`src/rtl/gn2d_fade.sv`:
```
`timescale 1ns / 1ps
// ----------------------------------------------------------------------------
// gn2d_fade
// Fade weights 3t^2 - 2t^3 of both fractions (stages 0 and 1), delayed to
// line up with the dot products at stage 5.
// ----------------------------------------------------------------------------
module gn2d_fade #(
   parameter int FRAC_BITS = 16
) (
   input  logic                 clock,
   input  logic [5:0]           stage_en,
   input  logic [FRAC_BITS-1:0] frac_x,
   input  logic [FRAC_BITS-1:0] frac_y,
   output logic [FRAC_BITS:0]   fade_x,
   output logic [FRAC_BITS:0]   fade_y
);
   localparam int F = FRAC_BITS;
   localparam logic [F+1:0] THREE_ONE = (F+2)'(3) << F;

   // stage 0: t squared
   logic [2*F-1:0] sqx, sqy;
   logic [F-1:0]   t2x_ff, t2y_ff, tx_ff, ty_ff;

   always_comb begin
      sqx = (2*F)'(frac_x) * (2*F)'(frac_x);
      sqy = (2*F)'(frac_y) * (2*F)'(frac_y);
   end

   always_ff @(posedge clock) begin
      if (stage_en[0]) begin
         t2x_ff <= sqx[2*F-1:F];
         t2y_ff <= sqy[2*F-1:F];
         tx_ff  <= frac_x;
         ty_ff  <= frac_y;
      end
   end

   // stage 1: t2 * (3 - 2t)
   logic [F+1:0]   mx, my;
   logic [2*F+1:0] px, py;
   logic [F:0]     fd_ff [1:5][2];

   always_comb begin
      mx = THREE_ONE - (F+2)'({tx_ff, 1'b0});
      my = THREE_ONE - (F+2)'({ty_ff, 1'b0});
      px = (2*F+2)'(t2x_ff) * (2*F+2)'(mx);
      py = (2*F+2)'(t2y_ff) * (2*F+2)'(my);
   end

   // stage 1 result, then stages 2 to 5 as a delay line
   always_ff @(posedge clock) begin
      if (stage_en[1]) begin
         fd_ff[1][0] <= px[2*F:F];
         fd_ff[1][1] <= py[2*F:F];
      end
      for (int s = 2; s <= 5; s++) begin
         if (stage_en[s]) begin
            fd_ff[s] <= fd_ff[s-1];
         end
      end
   end

   assign fade_x = fd_ff[5][0];
   assign fade_y = fd_ff[5][1];

endmodule

```
`config.mk`:
```
export PLATFORM = sky130hd
export DESIGN_NAME = gn2d_fade
export DESIGN_NICKNAME = d
export VERILOG_FILES = /design/src/rtl/gn2d_fade.sv
export SDC_FILE = /design/constraint.sdc
export NUM_CORES = 2
export LEC_CHECK = 0
export ABC_AREA = 1
export BUFFER_PORTS_ARGS = -buffer_cell sky130_fd_sc_hd__buf_2
export CELL_PAD_IN_SITES_DETAIL_PLACEMENT = 1
export CELL_PAD_IN_SITES_GLOBAL_PLACEMENT = 2
export CORE_MARGIN = 2
export CORE_UTILIZATION = 41
export CTS_BUF_LIST = sky130_fd_sc_hd__clkbuf_8
export CTS_CLUSTER_DIAMETER = 60
export DETAILED_ROUTE_END_ITERATION = 10
export GPL_TIMING_DRIVEN = 0
export PLACE_DENSITY_LB_ADDON = 0.1
export SETUP_SLACK_MARGIN = 0.3
export SYNTH_ARGS = -nofsm -noshare
export SYNTH_HDL_FRONTEND = slang
export SYNTH_SLANG_ARGS = --single-unit
export TNS_END_PERCENT = 1
```
`constraint.sdc`:
```
create_clock -name clock -period 7.06 [get_ports clock]
set_clock_uncertainty 0.15 [all_clocks]
set_input_delay 0.706 -clock clock [delete_from_list [all_inputs] [get_ports clock]]
set_output_delay 0.706 -clock clock [all_outputs]
set_load 0.02 [all_outputs]
```
Word-level counts from Yosys, hierarchy flattened. Memory sizes are Yosys's and may differ from the RTL's. Cells that the tools add are included.

Memories: 1. Register bits after elaboration: 64. Output and inout bits: 34. Memory bits (writable): 170. Word-level logic and storage cells: 21. Input port bits: 39.

Multiply operators: 4. Muxes and demuxes: 10. Add/sub/neg operators: 2.

Memory list: fd_ff (words 5, width 34, rd ports 5, clocked after Yosys merged registers in 0, write ports 5, line 41) `logic [F:0] fd_ff [1:5][2];`.

Operator list (count): $mul 16x18->33 (2); $mul 16x16->32 (2); $sub 18x17->18 const A (2); $mux 1 (10).

Logic depth before layout (Yosys ltp).
Word-level depth: 2. Depth in mapped cells: 34. Mapped depth without buffers: 33.

Worst setup path after synthesis. No wires, ideal clock.

Path type: register to register. Start: register ty_ff[0]. End: register, netlist name fd_ff[0][39]. Buffers on the path: 2. Arrival: 6.103 ns. Setup slack: 0.555 ns. Cell stages (with the launch flop): 32. Setup time: 0.253 ns. Path through: edfxtp_1 > buf_6 > clkbuf_1 > inv_1 > ha_1 > nand3_1 > nor2_2 > inv_1 > or2_1 > o21ai_1 > nand2_2 > inv_2 > nand2_1 > fa_1 > fa_1 > fa_1 > fa_1 > inv_1 > fa_1 > inv_1 > fa_1 > inv_1 > ha_1 > nand2_1 > nor2_1 > inv_1 > o21ai_0 > nand2_1 > nand3_1 > nand2_1 > inv_1 > nor2_1.

RTL lines: from (decl) (line 22) `logic [F-1:0] t2x_ff, t2y_ff, tx_ff, ty_ff;`; from (signal assigned) (line 34) `ty_ff <= frac_y;`.

==> results by group <==
Worst setup path
  • R2R Setup Slk: 370 ps
  • Setup crit start: tx_ff[0]
  • Crit path depth: 27
  • Launch point of the worst reg-to-reg path: tx_ff[0]
  • Most frequent CP cell: fa_1
  • Crit start category: flop
  • WP data arrival: 6880 ps
  • Buffers & Inverters on Critical Path: 7
  • Largest stage delay, worst path: 580 ps
  • Critical Path RT: 7250 ps
  • Slowest-stage cell, CP: fa_1
  • FF-to-FF path depth: 27
  • Worst-path fanout max: 7
  • Reg2reg end: fd_ff[0][63]
  • CP top delay family: adder cells
  • Worst setup path class: reg2reg
  • Worst Setup End Kind: flop

Outcome
  • Status: completed

Global route
  • Grt total ovfl: 0
  • First-pass GRT wire length: 195,200 um
  • Largest net degree at the start of global routing: 65
  • All-Layer GR Usage: 23.38%
  • Number of global-route vias before repair: 36,130
  • Initial antenna violation count: 4

Run
  • Max cap viols: 0

Synth
  • Syn Nets: 6,283
  • Register area share after synthesis: 16.66%
  • Async SR Flop Fraction: 0%
  • Synth unique cells: 44
  • Syn avg cell area: 8.257 um2
  • Ys Warns: 0
  • EDFF count, synth: 234
  • Mapped Cells: 5,108
  • Synth Flop Type: edfxtp_1
  • Mapped Area: 42,180 um2
  • Post-synthesis register bit count: 234

Placed design
  • Worst slack, placed: -1083 ps
  • HPWL after detailed placement: 103,300 um
  • IO buf count: 72
  • Placer Congestion: 0.8692
  • DP Area: 44,250 um2
  • Post-Place Cells: 6,548

Detailed routing
  • Final wirelength: 120,300 um
  • Vias: 32,000
  • Drt drc: 0
  • Pre-Repair DR Iteration Count: 5
  • Routed Antenna Nets: 0
  • Starting DRT DRC Count: 1,413
  • DR WL/cell: 17.97 um
  • Vias per cell: 4.782

Layout
  • Design Area, Final: 46,890 um2
  • Highest-count cells in the layout ignoring fill and taps: 1,447 x inv_1, 1,108 x nand2_1, 725 x fa_1, 372 x ha_1, 358 x nor2_1
  • NumNets Final: 6,472
  • Area grow syn2layout: 11.17%
  • Share of cells above drive strength 1: 10.01%
  • Post-Layout Cell Count: 6,692
  • Commonest non-fill, non-tap cell in the layout: inv_1

Clocking
  • Clock tree sinks: 234
  • CTS Root Cell: clkbuf_8
  • CTS tree: built
  • CTS buffer count: 38
  • H-Tree Depth: 2
  • Clk_lat worst skew: 620 ps
  • Hold_buf cts: 0
  • Clock transition at path regs: 60 ps
  • Clk buf depth: 3

Timing
  • Tightest Pin Transition: 929.1 ps
  • Setup WS post-layout: 369.0 ps
  • WHS: 121.4 ps
  • Final hold viol count: 0
  • Max Freq: 0.1495 GHz
  • Rel. slew slack: 38.06%
  • Pins Over Slew Limit: 0
  • RSZ-0062 raised after global routing: yes
  • Final min period: 6691 ps
  • Setup Viol. Count Final: 0
  • Final period util: 94.77%

Die
  • Die area: 105,500 um2
  • IO Count: 73
  • Row count: 117
  • Core area: 101,900 um2
  • Die height: 324.7 um
  • Chip Width: 324.7 um
  • Starting Density: 41.40%

Hold path
  • Hold path depth: 1
  • Min-delay worst type: in2reg
  • Hold Startpoint: frac_y[12]
  • WHS Endpoint: ty_ff[12]
[cell families (layout without fill, tap and decap cells)]
| logic type | count (synthesis) | count (layout) | synth area share [%] |
|---|---|---|---|
| AOI/OAI and AO/OA | 233 | 233 | 2.940 |
| xor gates and xnor gates | 45 | 45 | 1.015 |
| adders and majority gates | 1136 | 1136 | 46.87 |
| buffers and inverters | 1627 | 1842 | 14.88 |
| DFF | 234 | 234 | 16.66 |
| other | 0 | 1 | 0 |
| and+or+nand+nor | 1833 | 1833 | 17.63 |
[area by class of cell]
type,count,area [um2]
fillers,12330,55000
multi-input cells,3247,30010
flip-flops and latches,234,7027
inverters,1478,5619
well taps,1368,1712
repair buffers,149,1070
plain buffers,149,792.0
clock buffers,38,523.0
clock inverters,28,140.1
diodes,1,2.502
[through the flow]
step	setup TNS (ps)	util, %
floorplan	0	-
global placement	-22060	43.43
detailed placement	-24310	43.43
CTS	0	44.94
global route	0	46.02
finish	0	46.02
[metal layers]
metal  part of all wire, %  global-route usage [%]  vias up  routed length, um
li1                      -                       -    15290                  -
met5                     0                       0        -                  0
met1                    46                   31.86    16090              55320
met3                   3.3                   2.009      124               4026
met4                   2.2                   5.203        0               2640
met2                    48                   40.51      492              58270
[registers in the layout, summed over array words and instances, names as in the netlist]
register,count
fd_ff,170
t2y_ff,16
ty_ff,16
t2x_ff,16
tx_ff,16
[cell usage after synthesis, types with 34 or more instances]
cell type	number	share of area (%)
inv_1	1463	13
nand2_1	1170	10
fa_1	740	35
ha_1	396	12
nor2_1	389	3.5
edfxtp_1	234	17
nand3_1	151	1.8
a21oi_1	133	1.6
clkbuf_1	106	0.94
o21ai_0	69	0.82
buf_4	34	0.61
[worst max path at each step]
stage | slack, ps | end
final | 370 | fd_ff[0][63]
after global routing | 120 | fd_ff[0][59]
after CTS | 260 | fd_ff[0][56]
after detailed placement | -1080 | fd_ff[0][47]
after global placement | -1040 | fd_ff[0][47]
after floorplan | 550 | fd_ff[0][39]
[repair_timing]
| action | 4_1_cts | 5_1_grt |
|---|---|---|
| pin swaps | 43 | 96 |
| gates resized for setup | 158 | 199 |
| setup buffers | 25 | 51 |
| gates cloned | 0 | 1 |
| endpoints found under the setup margin | 34 | 64 |
Power is left out: the tool's default activity adds up to more than one toggle a clock period on the data nets, which glitch-free logic cannot reach.
