**src/rtl/gn2d_pkg.sv**
```systemverilog
`timescale 1ns / 1ps
// ----------------------------------------------------------------------------
// gn2d_pkg
// Shared constants, types and table functions of the 2D gradient noise core.
// ----------------------------------------------------------------------------
package gn2d_pkg;

   // default geometry
   localparam int DEF_INT_BITS   = 16;
   localparam int DEF_FRAC_BITS  = 16;
   localparam int DEF_ANGLE_BITS = 10;

   // pipeline depth, input register through output register
   localparam int STAGES = 11;

   // corner dot product width, Q23 with headroom
   localparam int DOT_W = 27;

   // corner hash multipliers
   localparam logic [31:0] HASH_M1 = 32'd3284157443;
   localparam logic [31:0] HASH_M2 = 32'd1911520717;
   localparam logic [31:0] HASH_M3 = 32'd2048419325;

   // pi/2 in Q30
   localparam longint HALF_PI_Q30 = 64'sd1686629713;
   localparam longint Q30_ONE     = 64'sd1 << 30;

   typedef logic [STAGES-1:0] stage_vec_type;

   // swap the two 16-bit halves
   function automatic logic [31:0] rot16(input logic [31:0] v);
      rot16 = {v[15:0], v[31:16]};
   endfunction

   // clamp negative residue, round half up from Q30 to Q15
   function automatic longint q30_to_q15(input longint v);
      longint w;
      w = (v < 0) ? 64'sd0 : v;
      q30_to_q15 = (w + (64'sd1 <<< 14)) >>> 15;
   endfunction

   // one first-quadrant table entry: {cos, sin}, each 17-bit unsigned Q.15 (0..32768)
   function automatic logic [33:0] trig_entry(input int r, input int abits);
      longint x;
      longint x2;
      longint t;
      longint s;
      longint c;
      x  = (longint'(r) * HALF_PI_Q30) >>> (abits - 2);
      x2 = (x * x) >>> 30;
      // sine series, Horner form
      t = Q30_ONE;
      t = Q30_ONE - ((x2 * t) >>> 30) / 110; if (t < 0) t = 0;
      t = Q30_ONE - ((x2 * t) >>> 30) / 72;  if (t < 0) t = 0;
      t = Q30_ONE - ((x2 * t) >>> 30) / 42;  if (t < 0) t = 0;
      t = Q30_ONE - ((x2 * t) >>> 30) / 20;  if (t < 0) t = 0;
      t = Q30_ONE - ((x2 * t) >>> 30) / 6;   if (t < 0) t = 0;
      s = q30_to_q15((x * t) >>> 30);
      // cosine series, Horner form
      t = Q30_ONE;
      t = Q30_ONE - ((x2 * t) >>> 30) / 132; if (t < 0) t = 0;
      t = Q30_ONE - ((x2 * t) >>> 30) / 90;  if (t < 0) t = 0;
      t = Q30_ONE - ((x2 * t) >>> 30) / 56;  if (t < 0) t = 0;
      t = Q30_ONE - ((x2 * t) >>> 30) / 30;  if (t < 0) t = 0;
      t = Q30_ONE - ((x2 * t) >>> 30) / 12;  if (t < 0) t = 0;
      t = Q30_ONE - ((x2 * t) >>> 30) / 2;   if (t < 0) t = 0;
      c = q30_to_q15(t);
      trig_entry = {c[16:0], s[16:0]};
   endfunction

endpackage

```
**src/rtl/gn2d_blend.sv**
```systemverilog
`timescale 1ns / 1ps
// ----------------------------------------------------------------------------
// gn2d_blend
// Bilinear blend of the corner dots by the fade weights, then rounding and
// saturation to Q1.15 (stages 6 to 10, the last one is the output register).
// ----------------------------------------------------------------------------
module gn2d_blend #(
   parameter int FRAC_BITS = 16
) (
   input  logic                              clock,
   input  logic [4:0]                        stage_en,
   input  logic signed [gn2d_pkg::DOT_W-1:0] dot [4],
   input  logic [FRAC_BITS:0]                fade_x,
   input  logic [FRAC_BITS:0]                fade_y,
   output logic signed [15:0]                noise
);
   import gn2d_pkg::*;

   localparam int P_W = DOT_W + FRAC_BITS + 2;

   localparam logic signed [19:0] SAT_HI = 20'sd32767;
   localparam logic signed [19:0] SAT_LO = -20'sd32768;

   // stage 6: x-direction weighted differences
   logic signed [DOT_W:0]   dfa, dfb;
   logic signed [P_W-1:0]   pa_ff, pb_ff;
   logic signed [DOT_W-1:0] lo_a_ff, lo_b_ff;
   logic [FRAC_BITS:0]      fy6_ff;

   always_comb begin
      dfa = (DOT_W+1)'(dot[1]) - (DOT_W+1)'(dot[0]);
      dfb = (DOT_W+1)'(dot[3]) - (DOT_W+1)'(dot[2]);
   end

   always_ff @(posedge clock) begin
      if (stage_en[0]) begin
         pa_ff   <= dfa * signed'({1'b0, fade_x});
         pb_ff   <= dfb * signed'({1'b0, fade_x});
         lo_a_ff <= dot[0];
         lo_b_ff <= dot[2];
         fy6_ff  <= fade_y;
      end
   end

   // stage 7: x-direction lerp results
   logic signed [P_W-1:0]   sha, shb;
   logic signed [DOT_W-1:0] ea_ff, eb_ff;
   logic [FRAC_BITS:0]      fy7_ff;

   always_comb begin
      sha = pa_ff >>> FRAC_BITS;
      shb = pb_ff >>> FRAC_BITS;
   end

   always_ff @(posedge clock) begin
      if (stage_en[1]) begin
         ea_ff  <= lo_a_ff + sha[DOT_W-1:0];
         eb_ff  <= lo_b_ff + shb[DOT_W-1:0];
         fy7_ff <= fy6_ff;
      end
   end

   // stage 8: y-direction weighted difference
   logic signed [DOT_W:0]   dfz;
   logic signed [P_W-1:0]   pz_ff;
   logic signed [DOT_W-1:0] lo_z_ff;

   assign dfz = (DOT_W+1)'(eb_ff) - (DOT_W+1)'(ea_ff);

   always_ff @(posedge clock) begin
      if (stage_en[2]) begin
         pz_ff   <= dfz * signed'({1'b0, fy7_ff});
         lo_z_ff <= ea_ff;
      end
   end

   // stage 9: final lerp
   logic signed [P_W-1:0]   shz;
   logic signed [DOT_W-1:0] z_ff;

   assign shz = pz_ff >>> FRAC_BITS;

   always_ff @(posedge clock) begin
      if (stage_en[3]) begin
         z_ff <= lo_z_ff + shz[DOT_W-1:0];
      end
   end

   // stage 10: round Q23 to Q15 and saturate
   logic signed [DOT_W:0] zr, zs;
   logic signed [19:0]    q;
   logic signed [15:0]    q_in, q_ff;

   always_comb begin
      zr = (DOT_W+1)'(z_ff) + (DOT_W+1)'(128);
      zs = zr >>> 8;
      q  = zs[19:0];
      priority if (q > SAT_HI) q_in = SAT_HI[15:0];
      else if (q < SAT_LO)     q_in = SAT_LO[15:0];
      else                     q_in = q[15:0];
   end

   always_ff @(posedge clock) begin
      if (stage_en[4]) begin
         q_ff <= q_in;
      end
   end

   assign noise = q_ff;

endmodule

```
**config.mk**
```make
export PLATFORM = sky130hd
export DESIGN_NAME = gn2d_blend
export DESIGN_NICKNAME = d
export VERILOG_FILES = /design/src/rtl/gn2d_pkg.sv /design/src/rtl/gn2d_blend.sv
export SDC_FILE = /design/constraint.sdc
export NUM_CORES = 2
export LEC_CHECK = 0
export BUFFER_PORTS_ARGS = -buffer_cell sky130_fd_sc_hd__buf_2
export CORE_AREA = 2 2 315 317
export DETAILED_ROUTE_END_ITERATION = 10
export DIE_AREA = 0 0 317 319
export MAX_ROUTING_LAYER = met4
export PLACE_DENSITY = 0.81
export REMOVE_ABC_BUFFERS = 1
export SYNTH_ARGS = -nofsm -noshare
export SYNTH_HDL_FRONTEND = slang
export SYNTH_SLANG_ARGS = --single-unit
```
**constraint.sdc**
```tcl
create_clock -name clock -period 21.6 [get_ports clock]
set_input_delay 4.32 -clock clock [delete_from_list [all_inputs] [get_ports clock]]
set_output_delay 4.32 -clock clock [all_outputs]
set_load 0.05 [all_outputs]
```
Yosys cells after proc, flatten, opt, wreduce, memory -nomap -nowiden
Cells that the tools add are included.
{"block": "word_totals", "register_bits": 341, "wordCells": 25}
{"block": "op_classes", "add_sub_neg": 7, "mul": 3, "magnitude_cmp": 2, "n_mux": 1}
{"operator": "multiplier 28 x 18 -> 43 bit", "n": 3}
{"operator": "subtractor 27 x 27 -> 28 bit", "n": 3}
{"operator": "adder 27 bit", "n": 3}
{"operator": "adder 27 x 9 -> 28 bit, second input constant", "n": 1}
{"operator": "> comparator 20 x 16 -> 1 bit, second input constant", "n": 1}
{"operator": "< comparator 20 x 16 -> 1 bit, second input constant", "n": 1}
{"operator": "two-way mux 16 bit", "n": 1}

Logic depth before layout (Yosys ltp)
{"block": "depth", "depth_word": 3, "depth_mapped": 38}

Worst setup path before layout
Ideal clock, no wire load.
{"block": "synth_path", "kind": "input to register", "startpoint": "in dot[54] in the netlist's numbering", "endpoint": "reg pa_ff[42] (data pin)", "arrival_time_ns": 12.184, "required_time_ns": 21.340, "slack_ns": 9.157, "path_stages": 35, "n_path_buf": 1, "path_cell_list": "inv_1 ha_1 fa_1 nor2b_1 nor4_1 nor3_1 o211a_1 a41o_1 a211oi_1 nor3_1 a221oi_1 xnor2_1 clkbuf_1 nand2_1 fa_1 inv_1 fa_1 fa_1 fa_1 fa_1 inv_1 fa_1 inv_1 ha_1 a21o_1 a21o_1 a21o_1 a21o_1 a21o_1 a21o_1 a21o_1 a31o_2 xnor2_1 xnor2_1 xnor2_1"}
{"block": "synth_via", "elab_chain_len": 2}
{"element": "start, declared", "line": "gn2d_blend.sv:12", "source": "input logic signed [gn2d_pkg::DOT_W-1:0] dot [4],"}
{"element": "subtractor 27 x 27 -> 28 bit", "line": "gn2d_blend.sv:31", "source": "dfa = (DOT_W+1)'(dot[1]) - (DOT_W+1)'(dot[0]);"}
{"element": "multiplier 28 x 18 -> 43 bit", "line": "gn2d_blend.sv:37", "source": "pa_ff <= dfa * signed'({1'b0, fade_x});"}
{"element": "end signal, assigned", "line": "gn2d_blend.sv:37"}
{"element": "end, declared", "line": "gn2d_blend.sv:26", "source": "logic signed [P_W-1:0] pa_ff, pb_ff;"}
No other way between the ends.
A chain may end at the register's enable or synchronous reset.

Worst setup path in the final report
Same ends and word-level chain as after synthesis.

==> impl_metrics.ini <==
[die]
start_util_pct = 64.6
die_h_um = 319
fp.dieArea_sq_um = 101000
rows = 115
pin_count = 164
die-width_um = 317
coreArea_sq_um = 97700

[synth]
async_reset_ff_share_pct = 0
netlist_area_sq_um = 63100
synth_edf_count = 286
ys_types = 67
yosysWarnings = 0
ys_seq_area_share_pct = 13.6
netlist_instances = 6654
ys_ff_latch = 286
syn_area_per_cell_sq_um = 9.48
synthFlopType = edfxtp_1

[critical_path]
cp_common_cell = fa_1
startpoint_type = primary input
crit_fanout = 17
r2r_cells = 36
reg2reg_to = pz_ff[42]$_DFFE_PP_
crit_required_ns = 21.93
r2r_slack_ns = 11.47
r2r-start = ea_ff[0]$_DFFE_PP_
crit_path_end_kind = flip-flop
crit_type = primary input to flip-flop
cpPeakStageDelay_ns = 0.82
arrival_ns = 13.38
cp_slowest_cell = xor2_2

[detailed_routing]
vias = 45700
wl_um = 162000
drc_errors = 0
viasPerCell = 5.70
first_pass_iters = 6
drt_iter0_markers = 3273
wl_per_cell_um = 20.2
ant_nets = 0

[cts]
clk_pin_slew_ns = 0.06
root_buffer = clkbuf_16
cts_tree = built
clockBufferDepth = 3
post_cts_buffers = 0
clock_sinks = 286
cts.htree.levels = 2
numCtsBuffers = 35
cts_resized = 0
cts_hold_buf = 0
clk_latency_ns = 0.60

[timing]
setup_violations = 0
rsz0062_at_grt = no
maxSlewViolCount = 0
hold_viol = 0
slew-limit-headroom_pct = 17.4
skew_ns = 0.0323
fin_crit_ns = 13.05
worstMarginPinSlew_ns = 1.24
tns_ns = 0
fin_crit_sh_pct = 60.4
fmax_ghz = 0.0766

[placed_design]
gp_congestion = 0.951
portBuffers = 163
dp.final_hpwl_um = 125000

[hold_path]
min_to = fy7_ff[10]$_DFFE_PP_
worst_hold_path_type = flip-flop to flip-flop
hold_depth = 0
min_from = fy6_ff[10]$_DFFE_PP_

[global_route]
grt_use_total_pct = 34.6
grt_max_degree = 73
antenna_found_initial = 6
grt_pass1_vias = 49800
grt_overflow = 0
grt_pass1_wl_um = 262000

[flow_run]
drv_cap = 0

[layout]
synthToLayoutAreaGrowth_pct = 5.81
finalNetCount = 8638
drive_gt1_share_pct = 5.26
fillers = 7370

[run_status]
status = completed
## metrics by stage
step	setup WS [ns]	hold WS [ns]	cell area [sq um]	instances	util (%)
after floorplan	9.08	0.400	62200	6413	-
after global placement	8.27	0.403	65500	7959	67.1
after detailed placement	8.03	0.405	65500	7959	67.1
after CTS	8.62	0.421	66700	8021	68.3
after global routing	7.99	0.432	66700	8024	68.3
final	8.55	0.419	66700	8026	68.3
## metal layers
layer / GRT usage, % / routed length, um
met1: 41.9 / 59400
met2: 56.1 / 78600
met3: 5.61 / 13900
met4: 17.8 / 9940
met5: - / 0
## cell usage after synthesis, types with 20 or more instances
cell type  instances  share of area [%]
clkbuf_1         235                1.4
nor2_1           143               0.85
nor3_1            35               0.28
o21a_1            52               0.62
fa_1            1322                 42
inv_1           1681                 10
ha_1             459                9.1
and2_1           593                5.9
nand2b_1          37               0.37
xor2_1            70               0.97
edfxtp_1         286                 14
o21ai_0           94               0.75
xnor2_1          186                2.6
o21bai_1          21               0.25
nand2_1          814                4.8
a21o_1            91                1.1
a211oi_1          20               0.24
nor2b_1           95               0.94
nand3_1           43               0.34
a21oi_1          157                1.2
and3_1            35               0.35
## layout by cell type (no fill, tap or decap), drive strengths merged, types with 95 or more instances in the layout
| master | synthesis | routed |
|---|---|---|
| inv | 1681 | 1683 |
| fa | 1322 | 1322 |
| nand2 | 814 | 814 |
| and2 | 593 | 593 |
| ha | 459 | 459 |
| edfxtp | 286 | 286 |
| buf | 6 | 259 |
| xnor2 | 186 | 186 |
| a21oi | 157 | 157 |
| nor2 | 143 | 143 |
| o21ai | 99 | 99 |
| nor2b | 95 | 95 |
## flip-flops by register name, indices dropped and copies added (netlist names)
name	flops
eb_ff	27
fy7_ff	17
lo_b_ff	27
z_ff	20
pa_ff	27
pz_ff	27
fy6_ff	17
lo_a_ff	27
ea_ff	27
lo_z_ff	27
noise	16
pb_ff	27
## cells by family after synthesis
group	after synthesis	synth area share, %
XOR/XNOR	257	3.59
flip-flops	286	13.6
adder cells (fa/ha/maj)	1781	51.1
AND/OR/NAND/NOR	1854	14.5
AO/OA/AOI/OAI	554	5.76
buffers and inverters	1922	11.4
## how the worst max path moves through the flow
stage / end / cells past startpoint / slack (ns) / startpoint
floorplan: pa_ff[42]$_DFFE_PP_ / 34 / 9.08 / dot[54]
global placement: pa_ff[42]$_DFFE_PP_ / 35 / 8.27 / dot[54]
detailed placement: pa_ff[42]$_DFFE_PP_ / 35 / 8.03 / dot[54]
CTS: pa_ff[42]$_DFFE_PP_ / 35 / 8.62 / dot[54]
global route: pa_ff[42]$_DFFE_PP_ / 31 / 7.99 / dot[54]
finish: pa_ff[42]$_DFFE_PP_ / 31 / 8.55 / dot[54]
## area by class of cell
class | count | area (sq um) | area share, %
Multi-Input combinational cell | 4446 | 47500 | 71.1
Sequential cell | 286 | 8590 | 12.9
Inverter | 1681 | 6310 | 9.46
Tap cell | 1287 | 1610 | 2.41
Timing Repair Buffer | 259 | 1550 | 2.32
Clock buffer | 42 | 902 | 1.35
Clock inverter | 20 | 303 | 0.454
Antenna cell | 5 | 12.5 | 0.0188
## worst max-delay path: cells and delay by family
family / cells / cell delay [ns]
buffers and inverters: 5 / 0.29
XOR/XNOR: 4 / 1.18
AND/OR/NAND/NOR: 6 / 1.05
AO/OA/AOI/OAI: 7 / 2.47
adder cells (fa/ha/maj): 9 / 4.05
Power is not shown: default switching activity piles up to over one toggle a cycle in this logic, so the estimate is an artifact.
